===== config.mk =====
export PLATFORM = sky130hd
export DESIGN_NAME = escape_sequence_transcoder
export DESIGN_NICKNAME = d
export VERILOG_FILES = /design/src/hdl/est_pkg.sv /design/src/hdl/est_decode.sv /design/src/hdl/est_serial.sv /design/src/hdl/escape_sequence_transcoder.sv
export SDC_FILE = /design/constraint.sdc
export NUM_CORES = 1
export LEC_CHECK = 0
export ABC_AREA = 1
export BUFFER_PORTS_ARGS = -buffer_cell sky130_fd_sc_hd__buf_4
export CAP_MARGIN = 0
export CORE_AREA = 5 5 132 134
export DETAILED_ROUTE_END_ITERATION = 16
export DIE_AREA = 0 0 137 139
export GPL_TIMING_DRIVEN = 0
export PLACE_DENSITY = 0.79
export SYNTH_ARGS = -nofsm -noshare
export SYNTH_HDL_FRONTEND = slang
export SYNTH_SLANG_ARGS = --single-unit

===== constraint.sdc =====
create_clock -name clk -period 7 [get_ports clk]
set_input_delay 1.4 -clock clk [delete_from_list [all_inputs] [get_ports clk]]
set_output_delay 1.4 -clock clk [all_outputs]
set_load 0.01 [all_outputs]

===== src/hdl/est_pkg.sv =====
`default_nettype none
package est_pkg;

  localparam int UNIT_W   = 32;
  localparam int ERR_W    = 2;
  localparam int BYTE_W   = 8;
  localparam int MODE_W   = 2;
  localparam int TDATA_W  = 40;
  localparam int PAD_W    = TDATA_W - UNIT_W - ERR_W;
  localparam int CP_W     = 21;
  localparam int GROUP_N  = 4;
  localparam int CNT_W    = 3;

  // Unit width codes; codes two and three both give 32-bit units
  localparam logic [MODE_W-1:0] MODE_8  = 2'd0;
  localparam logic [MODE_W-1:0] MODE_16 = 2'd1;

  localparam logic ACT_BYTE = 1'b0;
  localparam logic ACT_END  = 1'b1;

  localparam logic [ERR_W-1:0] ERR_OK     = 2'd0;
  localparam logic [ERR_W-1:0] ERR_UTF8   = 2'd1;
  localparam logic [ERR_W-1:0] ERR_RANGE  = 2'd2;
  localparam logic [ERR_W-1:0] ERR_ESCAPE = 2'd3;

  typedef enum logic [2:0] {
    PH_IDLE     = 3'd0,
    PH_ESC      = 3'd1,
    PH_HEXFIRST = 3'd2,
    PH_HEX      = 3'd3,
    PH_HEXOVF   = 3'd4,
    PH_OCT      = 3'd5,
    PH_UTF8     = 3'd6
  } phase_t;

  typedef struct packed {
    logic [UNIT_W-1:0] unit;
    logic [ERR_W-1:0]  err;
  } result_t;

  // Results raised by one input transaction, slot 0 first
  typedef struct packed {
    logic [CNT_W-1:0]          count;
    result_t [GROUP_N-1:0]     res;
  } group_t;

endpackage
`default_nettype wire


===== src/hdl/est_decode.sv =====
`default_nettype none
module est_decode (
  input  wire logic                        clk,
  input  wire logic                        rst_n,
  input  wire logic [est_pkg::MODE_W-1:0]  mode,
  input  wire logic                        fire,
  input  wire logic                        action,
  input  wire logic [est_pkg::BYTE_W-1:0]  byte_in,
  output est_pkg::group_t                  grp
);
  import est_pkg::*;

  localparam logic [31:0] HEX_LIMIT = 32'hFFFF_FFFF / 16;

  localparam logic [7:0] CH_BSLASH = 8'h5C;
  localparam logic [7:0] CH_QUOTE  = 8'h27;
  localparam logic [7:0] CH_DQUOTE = 8'h22;
  localparam logic [7:0] CH_QMARK  = 8'h3F;
  localparam logic [7:0] CH_A      = 8'h61;
  localparam logic [7:0] CH_B      = 8'h62;
  localparam logic [7:0] CH_F      = 8'h66;
  localparam logic [7:0] CH_N      = 8'h6E;
  localparam logic [7:0] CH_R      = 8'h72;
  localparam logic [7:0] CH_T      = 8'h74;
  localparam logic [7:0] CH_V      = 8'h76;
  localparam logic [7:0] CH_X      = 8'h78;

  typedef struct packed {
    logic [CNT_W-1:0]              count;
    logic [GROUP_N-1:0][UNIT_W-1:0] units;
  } enc_t;

  // Decode one hex digit; bit 4 flags a valid digit
  function automatic logic [4:0] hex_val(input logic [7:0] b);
    logic [4:0] r;
    r = '0;
    if (b >= 8'h30 && b <= 8'h39) begin
      r = {1'b1, b[3:0]};
    end else if ((b >= 8'h61 && b <= 8'h66) || (b >= 8'h41 && b <= 8'h46)) begin
      r = {1'b1, b[3:0] + 4'd9};
    end
    return r;
  endfunction

  function automatic logic [UNIT_W-1:0] trunc_unit(input logic [31:0] v,
                                                  input logic [MODE_W-1:0] m);
    logic [UNIT_W-1:0] u;
    unique case (m)
      MODE_8:  u = {24'd0, v[7:0]};
      MODE_16: u = {16'd0, v[15:0]};
      default: u = v;
    endcase
    return u;
  endfunction

  function automatic enc_t encode_char(input logic [CP_W-1:0] cp, input logic numeric,
                                       input logic [MODE_W-1:0] m);
    enc_t e;
    logic [CP_W-1:0] v;
    e = '0;
    e.count = 3'd1;
    v = cp - 21'h10000;
    if (numeric) begin
      e.units[0] = trunc_unit({11'd0, cp}, m);
    end else if (m == MODE_8) begin
      if (cp < 21'h80) begin
        e.units[0] = {11'd0, cp};
      end else if (cp < 21'h800) begin
        e.count    = 3'd2;
        e.units[0] = {24'd0, 3'b110, cp[10:6]};
        e.units[1] = {24'd0, 2'b10, cp[5:0]};
      end else if (cp < 21'h10000) begin
        e.count    = 3'd3;
        e.units[0] = {24'd0, 4'b1110, cp[15:12]};
        e.units[1] = {24'd0, 2'b10, cp[11:6]};
        e.units[2] = {24'd0, 2'b10, cp[5:0]};
      end else begin
        e.count    = 3'd4;
        e.units[0] = {24'd0, 5'b11110, cp[20:18]};
        e.units[1] = {24'd0, 2'b10, cp[17:12]};
        e.units[2] = {24'd0, 2'b10, cp[11:6]};
        e.units[3] = {24'd0, 2'b10, cp[5:0]};
      end
    end else if (m == MODE_16 && cp >= 21'h10000) begin
      e.count    = 3'd2;
      e.units[0] = {16'd0, 6'b110110, v[19:10]};
      e.units[1] = {16'd0, 6'b110111, v[9:0]};
    end else begin
      e.units[0] = {11'd0, cp};
    end
    return e;
  endfunction

  phase_t            phase_r, phase_nxt;
  logic [31:0]       acc_r, acc_nxt;
  logic [1:0]        dcnt_r, dcnt_nxt;
  logic [1:0]        cont_r, cont_nxt;
  logic [2:0]        slen_r, slen_nxt;

  logic              pre_v, pre_num;
  logic [ERR_W-1:0]  pre_err;
  logic              ch_v, ch_num;
  logic [CP_W-1:0]   ch_cp;
  logic              er_v;
  logic [ERR_W-1:0]  er_code;
  logic              run_idle;
  logic [4:0]        hv;
  logic [31:0]       acc_oct;
  logic [CP_W-1:0]   acc_u;
  logic [CP_W-1:0]   minv;
  logic              bad_cp;

  always_comb begin
    phase_nxt = phase_r;
    acc_nxt   = acc_r;
    dcnt_nxt  = dcnt_r;
    cont_nxt  = cont_r;
    slen_nxt  = slen_r;
    pre_v     = 1'b0;
    pre_num   = 1'b0;
    pre_err   = ERR_OK;
    ch_v      = 1'b0;
    ch_num    = 1'b0;
    ch_cp     = '0;
    er_v      = 1'b0;
    er_code   = ERR_OK;
    run_idle  = 1'b0;
    hv        = hex_val(byte_in);
    acc_oct   = {acc_r[28:0], byte_in[2:0]};
    acc_u     = {acc_r[14:0], byte_in[5:0]};
    unique case (slen_r)
      3'd2:    minv = 21'h80;
      3'd3:    minv = 21'h800;
      default: minv = 21'h10000;
    endcase
    bad_cp = (acc_u < minv) || (acc_u >= 21'hD800 && acc_u <= 21'hDFFF) ||
             (acc_u > 21'h10FFFF);

    if (action == ACT_END) begin
      // Flush whatever construct is open, then append the terminator
      unique case (phase_r)
        PH_HEX, PH_OCT: begin
          pre_v   = 1'b1;
          pre_num = 1'b1;
        end
        PH_HEXOVF: begin
          pre_v   = 1'b1;
          pre_err = ERR_RANGE;
        end
        PH_ESC, PH_HEXFIRST: begin
          pre_v   = 1'b1;
          pre_err = ERR_ESCAPE;
        end
        PH_UTF8: begin
          pre_v   = 1'b1;
          pre_err = ERR_UTF8;
        end
        default: ;
      endcase
      phase_nxt = PH_IDLE;
      acc_nxt   = '0;
      dcnt_nxt  = '0;
      cont_nxt  = '0;
      slen_nxt  = '0;
      ch_v      = 1'b1;
    end else begin
      unique case (phase_r)
        PH_ESC: begin
          phase_nxt = PH_IDLE;
          acc_nxt   = '0;
          dcnt_nxt  = '0;
          cont_nxt  = '0;
          slen_nxt  = '0;
          unique case (byte_in)
            CH_QUOTE, CH_DQUOTE, CH_QMARK, CH_BSLASH: begin
              ch_v  = 1'b1;
              ch_cp = {13'd0, byte_in};
            end
            CH_A: begin ch_v = 1'b1; ch_cp = 21'd7;  end
            CH_B: begin ch_v = 1'b1; ch_cp = 21'd8;  end
            CH_F: begin ch_v = 1'b1; ch_cp = 21'd12; end
            CH_N: begin ch_v = 1'b1; ch_cp = 21'd10; end
            CH_R: begin ch_v = 1'b1; ch_cp = 21'd13; end
            CH_T: begin ch_v = 1'b1; ch_cp = 21'd9;  end
            CH_V: begin ch_v = 1'b1; ch_cp = 21'd11; end
            CH_X: phase_nxt = PH_HEXFIRST;
            default: begin
              if (byte_in[7:3] == 5'b00110) begin
                acc_nxt   = {29'd0, byte_in[2:0]};
                dcnt_nxt  = 2'd1;
                phase_nxt = PH_OCT;
              end else begin
                er_v    = 1'b1;
                er_code = ERR_ESCAPE;
              end
            end
          endcase
        end
        PH_HEXFIRST, PH_HEX, PH_HEXOVF: begin
          if (hv[4]) begin
            // Absorb digits once overflowed
            if (phase_r == PH_HEXOVF) begin
              phase_nxt = PH_HEXOVF;
            end else if (phase_r == PH_HEX && acc_r > HEX_LIMIT) begin
              phase_nxt = PH_HEXOVF;
            end else begin
              acc_nxt   = {acc_r[27:0], hv[3:0]};
              phase_nxt = PH_HEX;
            end
          end else begin
            pre_v = 1'b1;
            unique case (phase_r)
              PH_HEXFIRST: pre_err = ERR_ESCAPE;
              PH_HEXOVF:   pre_err = ERR_RANGE;
              default:     pre_num = 1'b1;
            endcase
            run_idle = 1'b1;
          end
        end
        PH_OCT: begin
          if (byte_in[7:3] == 5'b00110) begin
            if (dcnt_r == 2'd2) begin
              ch_v      = 1'b1;
              ch_num    = 1'b1;
              ch_cp     = acc_oct[CP_W-1:0];
              phase_nxt = PH_IDLE;
              acc_nxt   = '0;
              dcnt_nxt  = '0;
            end else begin
              acc_nxt  = acc_oct;
              dcnt_nxt = dcnt_r + 2'd1;
            end
          end else begin
            pre_v    = 1'b1;
            pre_num  = 1'b1;
            run_idle = 1'b1;
          end
        end
        PH_UTF8: begin
          if (byte_in[7:6] != 2'b10) begin
            pre_v    = 1'b1;
            pre_err  = ERR_UTF8;
            run_idle = 1'b1;
          end else if (cont_r > 2'd1) begin
            acc_nxt  = {11'd0, acc_u};
            cont_nxt = cont_r - 2'd1;
          end else begin
            if (bad_cp) begin
              er_v    = 1'b1;
              er_code = ERR_UTF8;
            end else begin
              ch_v  = 1'b1;
              ch_cp = acc_u;
            end
            phase_nxt = PH_IDLE;
            acc_nxt   = '0;
            cont_nxt  = '0;
            slen_nxt  = '0;
          end
        end
        default: run_idle = 1'b1;
      endcase

      if (run_idle) begin
        // Plain byte outside any construct
        phase_nxt = PH_IDLE;
        acc_nxt   = '0;
        dcnt_nxt  = '0;
        cont_nxt  = '0;
        slen_nxt  = '0;
        if (byte_in == CH_BSLASH) begin
          phase_nxt = PH_ESC;
        end else if (!byte_in[7]) begin
          ch_v  = 1'b1;
          ch_cp = {13'd0, byte_in};
        end else if (byte_in[7:5] == 3'b110) begin
          phase_nxt = PH_UTF8;
          acc_nxt   = {27'd0, byte_in[4:0]};
          slen_nxt  = 3'd2;
          cont_nxt  = 2'd1;
        end else if (byte_in[7:4] == 4'b1110) begin
          phase_nxt = PH_UTF8;
          acc_nxt   = {28'd0, byte_in[3:0]};
          slen_nxt  = 3'd3;
          cont_nxt  = 2'd2;
        end else if (byte_in[7:3] == 5'b11110) begin
          phase_nxt = PH_UTF8;
          acc_nxt   = {29'd0, byte_in[2:0]};
          slen_nxt  = 3'd4;
          cont_nxt  = 2'd3;
        end else begin
          er_v    = 1'b1;
          er_code = ERR_UTF8;
        end
      end
    end
  end

  enc_t    enc;
  group_t  main_grp;
  result_t pre_res;

  always_comb begin
    enc      = encode_char(ch_cp, ch_num, mode);
    main_grp = '0;
    if (er_v) begin
      main_grp.count       = 3'd1;
      main_grp.res[0].unit = '0;
      main_grp.res[0].err  = er_code;
    end else if (ch_v) begin
      main_grp.count = enc.count;
      for (int i = 0; i < GROUP_N; i++) begin
        main_grp.res[i].unit = enc.units[i];
        main_grp.res[i].err  = ERR_OK;
      end
    end
    pre_res.unit = pre_num ? trunc_unit(acc_r, mode) : '0;
    pre_res.err  = pre_err;
    // A prefix result goes first; what follows it is never more than one unit
    if (pre_v) begin
      grp.count  = main_grp.count + 3'd1;
      grp.res[0] = pre_res;
      for (int i = 1; i < GROUP_N; i++) begin
        grp.res[i] = main_grp.res[i-1];
      end
    end else begin
      grp = main_grp;
    end
  end

  always_ff @(posedge clk) begin
    if (!rst_n) begin
      phase_r <= PH_IDLE;
      acc_r   <= '0;
      dcnt_r  <= '0;
      cont_r  <= '0;
      slen_r  <= '0;
    end else if (fire) begin
      phase_r <= phase_nxt;
      acc_r   <= acc_nxt;
      dcnt_r  <= dcnt_nxt;
      cont_r  <= cont_nxt;
      slen_r  <= slen_nxt;
    end
  end

endmodule
`default_nettype wire


===== src/hdl/est_serial.sv =====
`default_nettype none
module est_serial (
  input  wire logic                         clk,
  input  wire logic                         rst_n,
  input  wire logic                         load,
  input  wire est_pkg::group_t              grp,
  output logic                              space,
  output logic                              out_tvalid,
  input  wire logic                         out_tready,
  output logic [est_pkg::TDATA_W-1:0]       out_tdata,
  output logic                              out_tlast
);
  import est_pkg::*;

  result_t [GROUP_N-1:0] buf_r, buf_nxt;
  logic [CNT_W-1:0]      cnt_r, cnt_nxt;
  logic [1:0]            rd_r, rd_nxt;
  logic                  out_valid_r, out_valid_nxt;
  result_t               out_res_r, out_res_nxt;
  logic                  out_last_r, out_last_nxt;
  logic                  out_free;
  logic                  move;

  always_comb begin
    out_free      = !out_valid_r || out_tready;
    move          = out_free && (cnt_r != '0);
    space         = (cnt_r == '0) || (cnt_r == 3'd1 && out_free);
    buf_nxt       = buf_r;
    cnt_nxt       = cnt_r;
    rd_nxt        = rd_r;
    out_valid_nxt = out_valid_r;
    out_res_nxt   = out_res_r;
    out_last_nxt  = out_last_r;
    // Advance the head of the buffer into the output register
    if (move) begin
      out_valid_nxt = 1'b1;
      out_res_nxt   = buf_r[rd_r];
      out_last_nxt  = (cnt_r == 3'd1);
      cnt_nxt       = cnt_r - 3'd1;
      rd_nxt        = rd_r + 2'd1;
    end else if (out_tready) begin
      out_valid_nxt = 1'b0;
    end
    if (load) begin
      buf_nxt = grp.res;
      cnt_nxt = grp.count;
      rd_nxt  = '0;
    end
  end

  always_ff @(posedge clk) begin
    if (!rst_n) begin
      cnt_r       <= '0;
      rd_r        <= '0;
      out_valid_r <= 1'b0;
    end else begin
      cnt_r       <= cnt_nxt;
      rd_r        <= rd_nxt;
      out_valid_r <= out_valid_nxt;
    end
  end

  always_ff @(posedge clk) begin
    buf_r      <= buf_nxt;
    out_res_r  <= out_res_nxt;
    out_last_r <= out_last_nxt;
  end

  assign out_tvalid = out_valid_r;
  assign out_tdata  = {{PAD_W{1'b0}}, out_res_r.err, out_res_r.unit};
  assign out_tlast  = out_last_r;

endmodule
`default_nettype wire


===== src/hdl/escape_sequence_transcoder.sv =====
// String literal transcoder: decodes C escapes and UTF-8 in a literal body
// and re-encodes each character as 8-, 16- or 32-bit code units.
// Input channel in_*: one source byte per transaction in in_tdata; in_tuser
//   set marks the end of the literal (byte ignored), which flushes any open
//   construct and appends a zero unit.
// Result channel out_*: one code unit per transaction; out_tlast marks the
//   final unit raised by one input transaction. Errors come as a zero unit
//   with a nonzero error code.
// Config channel cfg_*: unit width code, always ready; write it only while
//   no transaction is in flight.
// Throughput: one input byte per cycle while each byte yields at most one
//   unit and out_tready stays high; a byte that yields more units holds the
//   input until they drain, the result channel moving one unit per transaction.
// Path: units are registered in the result buffer, then in the output register.
// Reset: decoder back to idle, result buffer empty, 8-bit units selected.
// Receiver stall: the output register holds its unit, and input transactions
//   are still taken into the result buffer behind it while that buffer is empty.
`default_nettype none
module escape_sequence_transcoder (
  input  wire logic                          clk,
  input  wire logic                          rst_n,
  input  wire logic                          in_tvalid,
  output logic                               in_tready,
  input  wire logic [est_pkg::BYTE_W-1:0]    in_tdata,   // [7:0] byte_in
  input  wire logic                          in_tuser,   // [0] action
  output logic                               out_tvalid,
  input  wire logic                          out_tready,
  output logic [est_pkg::TDATA_W-1:0]        out_tdata,  // [31:0] code_unit,
                                                         // [33:32] status, rest zero
  output logic                               out_tlast,
  input  wire logic                          cfg_valid,
  output logic                               cfg_ready,
  input  wire logic [est_pkg::MODE_W-1:0]    cfg_data    // [1:0] unit_size_mode
);
  import est_pkg::*;

  logic [MODE_W-1:0] mode_r;
  logic              space;
  logic              in_fire;
  group_t            grp;

  // Register write is always taken
  assign cfg_ready = 1'b1;

  always_ff @(posedge clk) begin
    if (!rst_n) begin
      mode_r <= MODE_8;
    end else if (cfg_valid) begin
      mode_r <= cfg_data;
    end
  end

  // Take a byte whenever the result buffer can hold its units
  assign in_tready = space;
  assign in_fire   = in_tvalid && space;

  est_decode u_decode (
    .clk     (clk),
    .rst_n   (rst_n),
    .mode    (mode_r),
    .fire    (in_fire),
    .action  (in_tuser),
    .byte_in (in_tdata),
    .grp     (grp)
  );

  est_serial u_serial (
    .clk        (clk),
    .rst_n      (rst_n),
    .load       (in_fire),
    .grp        (grp),
    .space      (space),
    .out_tvalid (out_tvalid),
    .out_tready (out_tready),
    .out_tdata  (out_tdata),
    .out_tlast  (out_tlast)
  );

endmodule
`default_nettype wire


## Yosys cells after proc, flatten, opt, wreduce, memory -nomap -nowiden

Cells that the tools add are included.

- Register bits after elaboration: 221
- Input bits: 16

- $add $sub $neg: 7
- Magnitude comparators: 17
- Equal/unequal tests: 35
- Mux-type cells: 167
- Bitwise gates (word level): 1
- Reduce and logical (&&, ||, !) cells: 37

Operator list:

| kind | number |
|---|---|
| 32-bit 2-to-1 mux | 16 |
| 64-bit 2-to-1 mux | 7 |
| 96-bit 2-to-1 mux | 4 |
| 139-bit 2-to-1 mux | 2 |
| 21-bit 2-to-1 mux | 11 |
| 99-bit 2-to-1 mux | 2 |
| 32-bit case mux with 4 select lines | 1 |
| 102-bit 2-to-1 mux | 1 |
| 3-bit 2-to-1 mux | 30 |
| 8-bit by 7-bit == test with 1-bit output, second input constant | 9 |
| 70-bit 2-to-1 mux | 1 |
| 34-bit binary-select mux with 2-bit select | 1 |
| 34-bit 2-to-1 mux | 2 |
| 32-bit case mux with 2 select lines | 1 |
| 8-bit case mux with 8 select lines | 1 |
| 21-bit case mux with 3 select lines | 1 |
| 2-bit 2-to-1 mux | 28 |
| 21-bit case mux with 2 select lines | 1 |
| 1-bit 2-to-1 mux | 38 |
| 17-bit case mux with 2 select lines | 1 |
| 32-bit by 28-bit > comparator with 1-bit output, second input constant | 1 |
| 8-bit by 6-bit == test with 1-bit output, second input constant | 3 |
| 21-bit by 16-bit >= comparator with 1-bit output, second input constant | 1 |
| 21-bit by 17-bit >= comparator with 1-bit output, second input constant | 1 |
| 58 further kinds | 100 |

## Logic depth before layout (Yosys ltp)

Gate-level depths: netlist (run 1).

- Word-level depth: 31
- Depth in mapped cells: 29
- Depth with buffers taken out: 28

## By module

From an unflattened synthesis (run 1), not the netlist that was laid out.

- Cell total of the unflattened synthesis: 1462
- Area, all modules: 12609.6 um2

By module, submodules not included:

| module | times used | cells each | area each (um2) | sequential area each (um2) |
|---|---|---|---|---|
| est_serial | 1 | 424 | 6502.5 | 5255.0 |
| est_decode | 1 | 1022 | 6010.8 | 840.8 |
| escape_sequence_transcoder | 1 | 16 | 96.3 | 40.0 |

## Least setup slack after synthesis (run 1)

Ideal clock, no wire load.

- Kind: input-to-reg
- Start: input port out_tready
- End: register u_decode.acc_r[4]
- Arrival time: 4590 ps
- Path slack: 2324 ps
- Stages: 10
- Path buffers: 1
- Cell sequence: inv_1 > nand2_1 > nand2_1 > nand2_1 > nand2_1 > clkinv_1 > nand2_1 > inv_1 > clkbuf_1 > a211oi_1

- Longest elaborated chain between the ends: 5

Ends and longest elaborated chain:

| element | line | source |
|---|---|---|
| from (decl) | escape_sequence_transcoder.sv:27 | `input wire logic out_tready,` |
| 1-bit logical OR | est_serial.sv:25 | `out_free = !out_valid_r \|\| out_tready;` |
| 1-bit logical AND | est_serial.sv:27 | `space = (cnt_r == '0) \|\| (cnt_r == 3'd1 && out_free);` |
| 1-bit logical OR | est_serial.sv:27 |  |
| named net in_tready | escape_sequence_transcoder.sv:23 | `output logic in_tready,` |
| 1-bit logical AND | escape_sequence_transcoder.sv:55 | `assign in_fire = in_tvalid && space;` |
| named net in_fire | escape_sequence_transcoder.sv:39 | `logic in_fire;` |
| 7-bit AND reduction (no line) | -- |  |
| to (signal assigned) | est_decode.sv:340 | `acc_r <= acc_nxt;` |
| to (decl) | est_decode.sv:95 | `logic [31:0] acc_r, acc_nxt;` |

The timed path passes the listed nets, and every way through them passes these cells.
A chain may end at the register's enable or synchronous reset.

## Worst setup path after layout (run 1)

- Start: input port in_tdata[0] in the netlist's numbering
- End: register u_serial.cnt_r[1]

- Longest elaborated chain between the ends: 23
- Elaborated cells between the ends (all ways): 87

Ends and longest elaborated chain:

| element | line | source |
|---|---|---|
| from (decl) | escape_sequence_transcoder.sv:24 | `input wire logic [est_pkg::BYTE_W-1:0] in_tdata,` |
| 21-bit by 16-bit >= comparator with 1-bit output / 21-bit by 16-bit less-or-equal comparator with 1-bit output (equally long branches) | est_decode.sv:136 | `bad_cp = (acc_u < minv) \|\| (acc_u >= 21'hD800 && acc_u <= 21'hDFFF) \|\|` |
| 1-bit logical AND | est_decode.sv:136 |  |
| 1-bit logical OR (2 in a row) | est_decode.sv:136 |  |
| 21-bit 2-to-1 mux | est_decode.sv:248 | `if (bad_cp) begin` |
| 21-bit 2-to-1 mux | est_decode.sv:244 | `end else if (cont_r > 2'd1) begin` |
| 21-bit 2-to-1 mux | est_decode.sv:240 | `if (byte_in[7:6] != 2'b10) begin` |
| 21-bit case mux with 3 select lines | est_decode.sv:167 | `unique case (phase_r)` |
| 21-bit 2-to-1 mux | est_decode.sv:273 | `end else if (!byte_in[7]) begin` |
| [... 6 more ...] | -- |  |
| 99-bit 2-to-1 mux | est_decode.sv:66 | `if (cp < 21'h80) begin` |
| 3-bit 2-to-1 mux | est_decode.sv:65 | `end else if (m == MODE_8) begin` |
| 99-bit 2-to-1 mux | est_decode.sv:63 | `if (numeric) begin` |
| 139-bit 2-to-1 mux | est_decode.sv:310 | `end else if (ch_v) begin` |
| 3-bit 2-to-1 mux | est_decode.sv:306 | `if (er_v) begin` |
| 3-bit by 1-bit adder with 3-bit output | est_decode.sv:321 | `grp.count = main_grp.count + 3'd1;` |
| 139-bit 2-to-1 mux (*) | est_decode.sv:320 | `if (pre_v) begin` |
| 3-bit 2-to-1 mux (*) | est_serial.sv:44 | `if (load) begin` |
| to (signal assigned) | est_serial.sv:57 | `cnt_r <= cnt_nxt;` |
| to (decl) | est_serial.sv:16 | `logic [CNT_W-1:0] cnt_r, cnt_nxt;` |

Every way passes the cells marked *; elsewhere a longest branch is shown, timed or not. The select of a mux whose other input is x is not followed.

==> flow_metrics.tcl, run 1 <==
set metrics [dict create \
    die_h_um 139 \
    die_area_um2 19000 \
    yosysTopAreaCell "edfxtp_1" \
    clk_path_buf_depth 2 \
    rsz0062_at_grt "false" \
    tightest_slew_ns 1.18 \
    placed_cells 1531 \
    setup_viol 0 \
    detail-route-antenna-nets 0 \
    fmax_mhz 231 \
    arrival_ns 4.67 \
    io_buffers 51 \
    diodes 0 \
    cts_root_buf "clkbuf_16" \
    hpwl_mm 21.9 \
    cts_setup_buffers 0 \
    cts_buffers 17 \
    gp_congestion 1.02 \
    synth_area_leaders "edfxtp_1 (34%), dfxtp_1 (10%), nand2_1 (9.5%)" \
    place_area_um2 10400 \
    worstSetupPathType "in2reg" \
    syn_inst 1242 \
    outcome "completed" \
    vdd_drop_max_mv 0.244 \
    async_flop_share 0 \
    drc 0 \
    cts_tree "built" \
    hold_viol_final 0 \
    initial_core_util 0.593 \
    hp-class "reg2reg" \
    grt_overflow 0 \
    syn-cell-area_um2 9590 \
    clockPowerShare 0.214 \
    firstDrtPassIters 6 \
    cp_slowest_cell "ha_1" \
    ys_seq_elements 160 \
    fin_skew_ns 0.0234 \
    p_per_area_nw_per_um2 398 \
    die_x_um 137 \
    critPathRequiredTime_ns 7.34 \
    min_period_over_period 0.619 \
    design_area_um2 11000 \
    power.net_switching_mw 1.87 \
    p_leak_nw 4.73 \
    via_per_inst 5.90 \
    totalWireLength_mm 29.2 \
    critPathCaptureType "register" \
    period_needed_ns 4.33 \
    cts_sinks 160 \
    ys_seq_area_frac 0.449 \
    num-fill-cells 1399 \
    synth_warnings 0 \
    power_frac_comb 0.415 \
    core_um2 16200 \
    synth-edff-count 110 \
    cts.reportedPaths.clkPinSlew_ns 0.07 \
    power.total_mw 4.36 \
    synthFlopType "edfxtp_1" \
    max_cap_viol_count 0 \
    htreeDepth 4 \
    std_cell_rows 47 \
    grt_max_degree 55 \
    grtUsageTotal 0.308 \
    drtIter0Drc 1027 \
    nNetsFinal 1358 \
    synth_cell_types 52 \
    drive_above_1_share 0.127 \
    grt_pass1_wl_mm 45.7 \
    cp_max_fo 9 \
    final_cell_mix "nand2_1 (244), nor2_1 (175), inv_1 (124)" \
    cp_common_cell "nand2_1" \
    p_sw_frac 0.430 \
    io_pins 60 \
    yosys.area.top_type_share 0.344 \
    slew_headroom 0.206 \
    syn_area_per_cell_um2 7.72 \
    hold_buffers 0 \
    cts_resized 0 \
    grt_pass1_vias 8679 \
    slew_viol_final 0 \
    final_cells 1563 \
    layout_commonest_cell "nand2_1" \
    slowest_delay_ns 0.26 \
    intPower_mw 2.49 \
    clk_latency_ns 0.44 \
    dr_total_vias 9217 \
    antenna_found_initial 0 \
    synthToLayoutAreaGrowth_pct 14.2 \
    final.setup.tns_ns 0 \
    pwr-share-seq 0.371 \
    worstSetupStartpointType "input port" \
    wl_per_cell_um 18.7 \
]
metal layers:
metal	track usage	up-vias	part of all wire
li1	-	4398	-
met4	0.142	0	0.044
met2	0.501	479	0.48
met3	0.0581	96	0.088
met1	0.397	4244	0.39
met5	0	-	0
cells by family (layout without fill, tap and decap cells):
| kind of cell | Yosys count | in the layout | synth area share |
|---|---|---|---|
| AOI/OAI and AO/OA | 290 | 290 | 0.174 |
| and+or+nand+nor | 565 | 565 | 0.269 |
| xor gates and xnor gates | 3 | 3 | 0.00274 |
| buffers and inverters | 210 | 295 | 0.0891 |
| DFF | 160 | 160 | 0.449 |
| adders and majority gates | 12 | 12 | 0.0156 |
| other | 2 | 18 | 0.000783 |
synthesized netlist by cell type (18+ instances only):
cell type and number:
inv_2 25, edfxtp_1 110, clkbuf_1 37, o22ai_1 31, inv_1 124, a21oi_1 69
dfxtp_1 50, nand4_1 27, nand3_1 62, a211oi_1 18, nand2_1 244, o21ai_0 111
nor2_1 175
final timing paths:
kind | end | start | slack (ns) | cells past startpoint
worst max-delay path | u_serial.cnt_r[1]$_SDFFE_PN0P_ | in_tdata[0] | 2.67 | 27
worst min-delay path | u_decode.slen_r[1]$_SDFFE_PN0P_ | u_decode.slen_r[1]$_SDFFE_PN0P_ | 0.48 | 2
worst max register to register | u_serial.cnt_r[1]$_SDFFE_PN0P_ | u_decode.dcnt_r[1]$_SDFFE_PN0P_ | 3.36 | 20
worst min register to register | u_decode.slen_r[1]$_SDFFE_PN0P_ | u_decode.slen_r[1]$_SDFFE_PN0P_ | 0.48 | 2
layout make-up:
| class | instances | area, µm² | area share |
|---|---|---|---|
| Sequential cell | 160 | 4300 | 0.393 |
| Clock buffer | 17 | 425 | 0.0388 |
| Tap cell | 220 | 275 | 0.0251 |
| Timing Repair Buffer | 53 | 438 | 0.0400 |
| Inverter | 155 | 586 | 0.0535 |
| Multi-Input combinational cell | 888 | 4500 | 0.410 |
| Clock inverter | 15 | 160 | 0.0146 |
| Buffer | 55 | 270 | 0.0247 |
critical path, delay by kind of cell:
kind / cells / cell delay (ns)
simple gates: 17 / 1.76
compound gates: 4 / 0.57
fa+ha+maj: 2 / 0.50
buf+inv: 4 / 0.44
registers in the layout (all words and copies together) (netlist names):
signal               cells
u_decode.acc_r          32
mode_r                   2
u_decode.phase_r         3
u_decode.cont_r          2
u_serial.out_tdata      34
u_serial.out_tlast       1
u_serial.buf_r          75
u_serial.cnt_r           3
u_decode.slen_r          3
u_serial.out_tvalid      1
u_decode.dcnt_r          2
u_serial.rd_r            2
power by group through the flow:
stage / clock, mW / combinational [mW] / sequential, mW
6_report: 0.933 / 1.81 / 1.62
5_1_grt: 0.974 / 1.98 / 1.65
4_1_cts: 0.934 / 1.78 / 1.61
2_1_floorplan: 0 / 1.08 / 1.66
3_3_place_gp: 0 / 1.70 / 1.64
3_5_place_dp: 0 / 1.77 / 1.63
metrics by stage:
step	hold slack, ns	util	setup slack [ns]
2_1_floorplan	0.440	-	2.32
3_5_place_dp	0.458	0.641	2.26
4_1_cts	0.472	0.677	2.73
3_3_place_gp	0.453	0.638	0.687
6_report	0.478	0.677	2.67
5_1_grt	0.501	0.677	2.39
No activity file was read; power rests on OpenSTA's default activity.
==> inputs of run 2 (changes only) <==
==> constraint.sdc (replaced) <==
create_clock -name clk -period 4.04 [get_ports clk]
set_input_delay 0.808 -clock clk [delete_from_list [all_inputs] [get_ports clk]]
set_output_delay 0.808 -clock clk [all_outputs]
set_load 0.01 [all_outputs]
==> flow_metrics.tcl, run 2 (synthesis gave the netlist of run 1 again) <==
set metrics [dict create \
    outcome "completed" \
    r2r-start "u_decode.slen_r[1]$_SDFFE_PN0P_" \
    cp_slowest_cell "ha_1" \
    holdWs_ns 0.479 \
    final_cells 1562 \
    min_to "u_decode.slen_r[2]$_SDFFE_PN0P_" \
    htreeDepth 4 \
    cpLargestDelayFamily "simple AND/OR/NAND/NOR gates" \
    cts_sinks 160 \
    slew_viol_final 0 \
    io_buffers 51 \
    diodes 0 \
    die_area_um2 19000 \
    num-fill-cells 1387 \
    fmax_mhz 267 \
    period_needed_ns 3.75 \
    grt_max_degree 82 \
    grt_pass1_vias 8585 \
    largest_reg_flops 75 \
    dp_slack_ns -0.222 \
    cts.reportedPaths.clkPinSlew_ns 0.07 \
    cp_common_cell "nand2_1" \
    reg2reg_setup_slack_ns 0.40 \
    nNetsFinal 1357 \
    final.setup.tns_ns 0 \
    cts_buffers 17 \
    cp.depth 27 \
    p_leak_nw 4.72 \
    std_cell_rows 47 \
    power.total_mw 7.51 \
    drtIter0Drc 961 \
    tightest_slew_ns 1.13 \
    dr.max_layer_used "met4" \
    p_per_area_nw_per_um2 686 \
    slew_headroom 0.239 \
    hold_buffers 0 \
    arrival_ns 4.07 \
    wl_met3_mm 2.45 \
    rsz0062_at_grt "false" \
    cts_resized 0 \
    wl_per_cell_um 18.5 \
    reg2reg_depth 26 \
    wl_met2_mm 13.8 \
    hp-start "u_decode.slen_r[2]$_SDFFE_PN0P_" \
    dr_total_vias 9240 \
    core_um2 16200 \
    die_h_um 139 \
    hp-class "reg2reg" \
    io_pins 60 \
    final_cell_mix "nand2_1 (244), nor2_1 (175), inv_1 (123)" \
    m1WireLength_mm 11.4 \
    gp_congestion 1.01 \
    drc 0 \
    worstSetupPathType "in2reg" \
    critPathCaptureType "register" \
    grt_overflow 0 \
    cts_tree "built" \
    initial_core_util 0.593 \
    slowest_delay_ns 0.26 \
    firstDrtPassIters 5 \
    grt_pass1_wl_mm 45.6 \
    synthToLayoutAreaGrowth_pct 14.0 \
    setup_viol 0 \
    layout_commonest_cell "nand2_1" \
    hold_viol_final 0 \
    reg2reg_to "u_serial.cnt_r[1]$_SDFFE_PN0P_" \
    fin_ws_ns 0.292 \
    min_period_over_period 0.928 \
    via_per_inst 5.92 \
    drive_above_1_share 0.127 \
    totalWireLength_mm 28.8 \
    grtUsageTotal 0.307 \
    worstSetupStartpointType "input port" \
    cts_root_buf "clkbuf_16" \
    vdd_drop_max_mv 0.490 \
    die_x_um 137 \
    fin_skew_ns 0.00846 \
    max_cap_viol_count 0 \
    clk_path_buf_depth 2 \
    critPathRequiredTime_ns 4.36 \
    clk_latency_ns 0.43 \
    largest-register "u_serial.buf_r" \
    hpwl_mm 21.8 \
    cts_setup_buffers 0 \
    antenna_found_initial 0 \
    placed_cells 1529 \
    cp_max_fo 9 \
    whs_path_depth 2 \
    critical_path_buf_inv_count 4 \
    detail-route-antenna-nets 0 \
]
## run 2: changes by cell type in the layout (fill, tap and decap cells not counted), sizes merged
| cell | previous run | this run |
|---|---|---|
| clkinvlp | 1 | 2 |
| inv | 160 | 158 |
| bufinv | 0 | 1 |
| buf | 71 | 70 |
## run 2: layout make-up
type	count	area [µm²]	share of cell area
sequential	160	4300	0.393
inverter	155	587	0.0536
tap	220	275	0.0252
buffer	55	270	0.0247
timing repair buffer	52	410	0.0375
clock buffer	17	425	0.0389
multi-input combinational	888	4500	0.411
clock inverter	15	171	0.0157
## run 2: routing by layer
metal / track usage / up-vias
li1: - / 4385
met4: 0.123 / 0
met1: 0.400 / 4309
met3: 0.0570 / 83
met5: 0 / -
met2: 0.505 / 463
## run 2: how the worst max path moves through the flow
stage | start | to
after global routing | u_decode.slen_r[1]$_SDFFE_PN0P_ | u_serial.cnt_r[1]$_SDFFE_PN0P_
after floorplan | in_tdata[0] | u_serial.cnt_r[1]$_SDFFE_PN0P_
final | in_tdata[0] | u_serial.cnt_r[1]$_SDFFE_PN0P_
after global placement | out_tready | u_decode.acc_r[16]$_SDFFE_PN0P_
after detailed placement | out_tready | u_decode.acc_r[25]$_SDFFE_PN0P_
after CTS | u_serial.cnt_r[0]$_SDFFE_PN0P_ | u_decode.acc_r[25]$_SDFFE_PN0P_
## run 2: tightest hold or removal path: stages, from the launching register on
cell and delay (ns):
dfxtp_1 0.31, nand2_1 0.06, a21oi_1 0.06
## run 2: stage by stage
stage                     utilization  area (µm²)
after floorplan                     -        9660
after global placement          0.638       10300
after detailed placement        0.638       10300
after CTS                       0.675       10900
after global routing            0.676       10900
final                           0.676       10900
## run 2: where the power goes
part	total, mW	switching, mW	internal, mW
Clock	1.62	0.739	0.883
Sequential	2.81	0.280	2.53
Combinational	3.08	2.16	0.921
